$ cat src/sv/lav_pkg.sv
// shared widths, constants and vector types of the look-at view matrix unit
// no dependencies; imported by every module of the block
`timescale 1ns / 1ps
`default_nettype none

package lav_pkg;

  // field widths on the stream ports
  localparam int unsigned COORD_W = 16;
  localparam int unsigned SHIFT_W = 24;
  localparam int unsigned IN_W    = 9 * COORD_W;
  localparam int unsigned OUT_W   = 9 * COORD_W + 3 * SHIFT_W;

  // internal vector widths
  localparam int unsigned DIFF_W  = COORD_W + 1;  // target - eye, Q8.8
  localparam int unsigned RAW_W   = 31;           // cross products before scaling
  localparam int unsigned FRAC_W  = 14;           // fraction bits of a unit component

  // unit-length scaler
  localparam int unsigned SQ_W       = 62;        // sum of squares, normalized window
  localparam int unsigned MAG_W      = 31;        // component magnitude after scaling up
  localparam int unsigned ROOT_W     = 31;        // bits of the square root
  localparam int unsigned QUO_W      = 15;        // bits of a unit component magnitude
  localparam int unsigned NORM_STEPS = 5;         // shift stages 32, 16, 8, 4, 2

  localparam int unsigned UNIT_ONE = 16384;       // 1.0 in Q1.14

  typedef logic signed [COORD_W-1:0] coord_t;
  typedef coord_t [2:0] vec_t;

endpackage

`default_nettype wire

$ cat src/sv/lav_cross.sv
// two-stage cross product of signed 3-vectors: products, then differences
// depends on lav_pkg
`timescale 1ns / 1ps
`default_nettype none

module lav_cross #(
  parameter int unsigned AW = 16,
  parameter int unsigned BW = 16,
  parameter int unsigned RW = 31,
  parameter int unsigned SW = 96
) (
  input  logic               clk_i,
  input  logic               rst_ni,
  input  logic               en_i,
  input  logic               valid_i,
  input  logic [2:0][AW-1:0] a_i,
  input  logic [2:0][BW-1:0] b_i,
  input  logic [SW-1:0]      side_i,
  output logic               valid_o,
  output logic [2:0][RW-1:0] r_o,
  output logic [SW-1:0]      side_o
);
  import lav_pkg::*;

  localparam int unsigned PW = AW + BW;

  logic [1:0]         vld_q;
  logic [SW-1:0]      side1_q, side2_q;
  logic [5:0][PW-1:0] p_q;
  logic [2:0][RW-1:0] r_q;

  // valid bits
  always_ff @(posedge clk_i or negedge rst_ni) begin
    if (!rst_ni) begin
      vld_q <= '0;
    end else if (en_i) begin
      vld_q <= {vld_q[0], valid_i};
    end
  end

  // products, then differences
  always_ff @(posedge clk_i) begin
    if (en_i) begin
      p_q[0]  <= $signed(a_i[1]) * $signed(b_i[2]);
      p_q[1]  <= $signed(a_i[2]) * $signed(b_i[1]);
      p_q[2]  <= $signed(a_i[2]) * $signed(b_i[0]);
      p_q[3]  <= $signed(a_i[0]) * $signed(b_i[2]);
      p_q[4]  <= $signed(a_i[0]) * $signed(b_i[1]);
      p_q[5]  <= $signed(a_i[1]) * $signed(b_i[0]);
      r_q[0]  <= RW'($signed(p_q[0]) - $signed(p_q[1]));
      r_q[1]  <= RW'($signed(p_q[2]) - $signed(p_q[3]));
      r_q[2]  <= RW'($signed(p_q[4]) - $signed(p_q[5]));
      side1_q <= side_i;
      side2_q <= side1_q;
    end
  end

  assign valid_o = vld_q[1];
  assign r_o     = r_q;
  assign side_o  = side2_q;

endmodule

`default_nettype wire

$ cat config.mk
export PLATFORM = sky130hd
export DESIGN_NAME = lav_cross
export DESIGN_NICKNAME = d
export VERILOG_FILES = /design/src/sv/lav_pkg.sv /design/src/sv/lav_cross.sv
export SDC_FILE = /design/constraint.sdc
export NUM_CORES = 2
export LEC_CHECK = 0
export BUFFER_PORTS_ARGS = -buffer_cell sky130_fd_sc_hd__buf_2
export CAP_MARGIN = 20
export CORE_AREA = 2 2 324 407
export CTS_CLUSTER_DIAMETER = 150
export DETAILED_ROUTE_END_ITERATION = 10
export DIE_AREA = 0 0 326 409
export GPL_TIMING_DRIVEN = 0
export PLACE_DENSITY = 0.88
export SLEW_MARGIN = 20
export SYNTH_ARGS = -nofsm -noshare
export SYNTH_HDL_FRONTEND = slang
export SYNTH_SLANG_ARGS = --single-unit
$ cat constraint.sdc
create_clock -name clk_i -period 2.98 [get_ports clk_i]
set_clock_uncertainty 0.2 [all_clocks]
set_input_delay 0.298 -clock clk_i [delete_from_list [all_inputs] [get_ports clk_i]]
set_output_delay 0.298 -clock clk_i [all_outputs]
set_load 0.01 [all_outputs]
==> impl_metrics.toml <==
[run_status]
outcome = "complete, but fails checks"
violations = "negative setup slack"

[drt]
antenna_left = 0
wirelength_mm = 308
drtIter0Drc = 7477
firstDrtPassIters = 8
route.vias.total = 64436
routed_via_density = 6.24
wire_per_inst_um = 29.8
drc = 0

[synth]
yosys.area.top_type_share_pct = 40.5
ys_warn_count = 0
synth-xor-area-share_pct = 3.49
synthAdderAreaFrac_pct = 49.9
avgSynthCellArea_um2 = 10.1
synth_top_family_by_area = "adder cells"
syn-cell-area_mm2 = 0.0760
synthMuxAreaShare_pct = 0.0296
yosys.area_share.simple_pct = 12.6
synthArstFlopShare_pct = 0.423
synth_top_area_cell = "fa_1"
syn_inst = 7504
synth-edff-count = 471
ys_seq_area_share_pct = 18.7
ys_top_cells_by_area = "fa_1 (41%), edfxtp_1 (19%), ha_1 (9.4%)"
synth_compound_area_share_pct = 4.86
synth_seq_cells = 473
synth_flop_cell = "edfxtp_1"
synth_fp_nets = 9809
synth_cell_types = 74

[timing]
tightest_slew_ns = 1.12
rsz0062_at_grt = "true"
finalSetupViolCount = 197
period_minus_slack_ns = 6.56
finalCritPeriodShare_pct = 220
setup_slack_ns = -3.58
slew_headroom_pct = 24.8
fmax_mhz = 152
finalHoldViolCount = 0
maxSlewViolCount = 0

[finish]
mostFrequentLayoutCells = "inv_1 (1662), fa_1 (1459), nand2_1 (765)"
final_common_cell = "inv_1"
nFillCells = 7052
area_growth_pct = 28.8
finish.utilization_pct = 75.6
fin_nets = 10794
layout-drive-gt1-share_pct = 26.0

[worst_hold_path]
hold_class = "primary input to flip-flop"

[placement]
place_congestion = 1.05
portBuffers = 382
dp_hpwl_mm = 205

[worst_setup_path]
path_max_fanout = 10
reg2reg_setup_slack_ns = -0.95
r2r_cells = 14
r2r-start = "p_q[129]"
cp.arrival_ns = 6.79
cp-start-kind = "primary input"
cp-end-kind = "flip-flop"
crit_end = "p_q[126]"
r2r_end = "r_o[90]"
worstSetupPathType = "primary input to flip-flop"
required_ns = 3.21
crit_path_start = "a_i[15]"

[grt]
antenna_found_initial = 78
grt_pass1_vias = 65444
grt.overflow.total = 0
grt_max_degree = 121
grt_pass1_wl_mm = 402
grtUsageTotal_pct = 41.3

[clocking]
cts_buffer_depth = 3
cts_tree = "done"
insertion_delay_ns = 0.76
cts.clk_slew.worst_paths_ns = 0.07
h-tree-depth = 2
cts.sinks = 473
cts-root-buf = "clkbuf_16"
cts_buffers = 52

[floorplan]
row_count = 148
ios = 386
dieArea_mm2 = 0.133
coreArea_mm2 = 0.129
die_y_um = 409
initial_core_util_pct = 58.7
dieWidth_um = 326

[flow_run]
cap_viol_max_count = 0
registers in the layout (all words and copies together), names as in the netlist:
register / flops
side1_q: 96
side_o: 96
vld_q: 2
p_q: 186
r_o: 93
layout make-up:
cell class / count / area [um^2] / area share, %
clock inverters: 37 / 543 / 0.555
plain buffers: 289 / 4770 / 4.88
clock buffers: 59 / 1330 / 1.36
diodes: 69 / 173 / 0.176
multi-input cells: 4929 / 60000 / 61.3
inverters: 1811 / 6840 / 6.98
repair buffers: 933 / 7880 / 8.05
well taps: 1725 / 2160 / 2.21
flip-flops and latches: 473 / 14200 / 14.5
kinds of logic (layout without fill, tap and decap cells):
logic type,Yosys count,in the layout
buffers and inverters,2102,3129
AO/OA/AOI/OAI,570,570
AND/OR/NAND/NOR,1945,1945
XOR/XNOR,303,303
adder cells (fa/ha/maj),2109,2109
multiplexers,2,2
flip-flops,473,473
other,0,69
Yosys cell counts, types with 7 or more instances:
cell type,count
a211oi_1,20
a21o_1,70
a21oi_1,198
a311oi_1,7
a31oi_1,14
and2_1,733
and3_1,15
clkbuf_1,290
edfxtp_1,471
fa_1,1539
ha_1,570
inv_1,1810
nand2_1,816
nand2b_1,60
nand3_1,37
nand4_1,8
nor2_1,188
nor2b_1,19
nor3_1,38
nor4_1,7
o211ai_1,9
o21a_1,36
o21ai_0,87
o21ai_1,22
o21bai_1,29
o31ai_1,7
or3_1,9
xnor2_1,237
xor2_1,66
critical path, stage by stage:
cell and delay (ns):
clkbuf_16 0.17, clkbuf_2 0.32, nand2_1 0.20, fa_1 0.59, inv_1 0.16, fa_1 0.62
inv_1 0.11, fa_1 0.47, fa_1 0.53, inv_1 0.05, fa_1 0.48, fa_1 0.40
xor2_1 0.17, xnor2_1 0.22, xnor2_1 0.16, xnor2_1 0.89, xnor2_1 0.31, xnor2_2 0.62
what timing repair did:
item,4_1_cts,5_1_grt
hold endpoints to repair,190,0
gates resized for setup,788,989
pin swaps,208,469
endpoints found under the setup margin,205,332
hold buffers,103,0
setup buffers,197,258
gates cloned,3,8
routing by layer:
metal | vias up | routed length [um] | GRT usage [%]
li1 | 24543 | - | -
met1 | 31189 | 87000 | 44.6
met2 | 6019 | 132000 | 64.5
met3 | 2641 | 44300 | 13.3
met4 | 44 | 43500 | 38.5
met5 | - | 529 | 0
per-stage QoR:
step           setup TNS, ns  setup slack, ns  hold slack, ns  cells  cell area, um^2
2_1_floorplan        -319.76            -3.11          -0.198   7504            79300
5_1_grt              -356.39            -3.52          0.0575  10270            97700
3_3_place_gp        -3137.53            -6.11          -0.119   9611            83400
6_report             -342.21            -3.58          0.0614  10325            97900
3_5_place_dp         -530.14            -4.83          -0.113   9615            83500
4_1_cts              -338.18            -3.02          0.0112  10013            91900
worst min path at each step:
| stage | from | endpoint | slack, ns | depth (start not counted) |
|---|---|---|---|---|
| final | b_i[1] | p_q[66] | 0.06 | 4 |
| after global routing | a_i[16] | p_q[0] | 0.06 | 3 |
| after CTS | b_i[32] | p_q[96] | 0.01 | 2 |
| after detailed placement | rst_ni | vld_q[0] | -0.11 | 1 |
| after global placement | rst_ni | vld_q[0] | -0.12 | 1 |
| after floorplan | rst_ni | vld_q[0] | -0.20 | 0 |
Power is not shown: default switching activity piles up to over one toggle a cycle in this logic, so the estimate is an artifact.
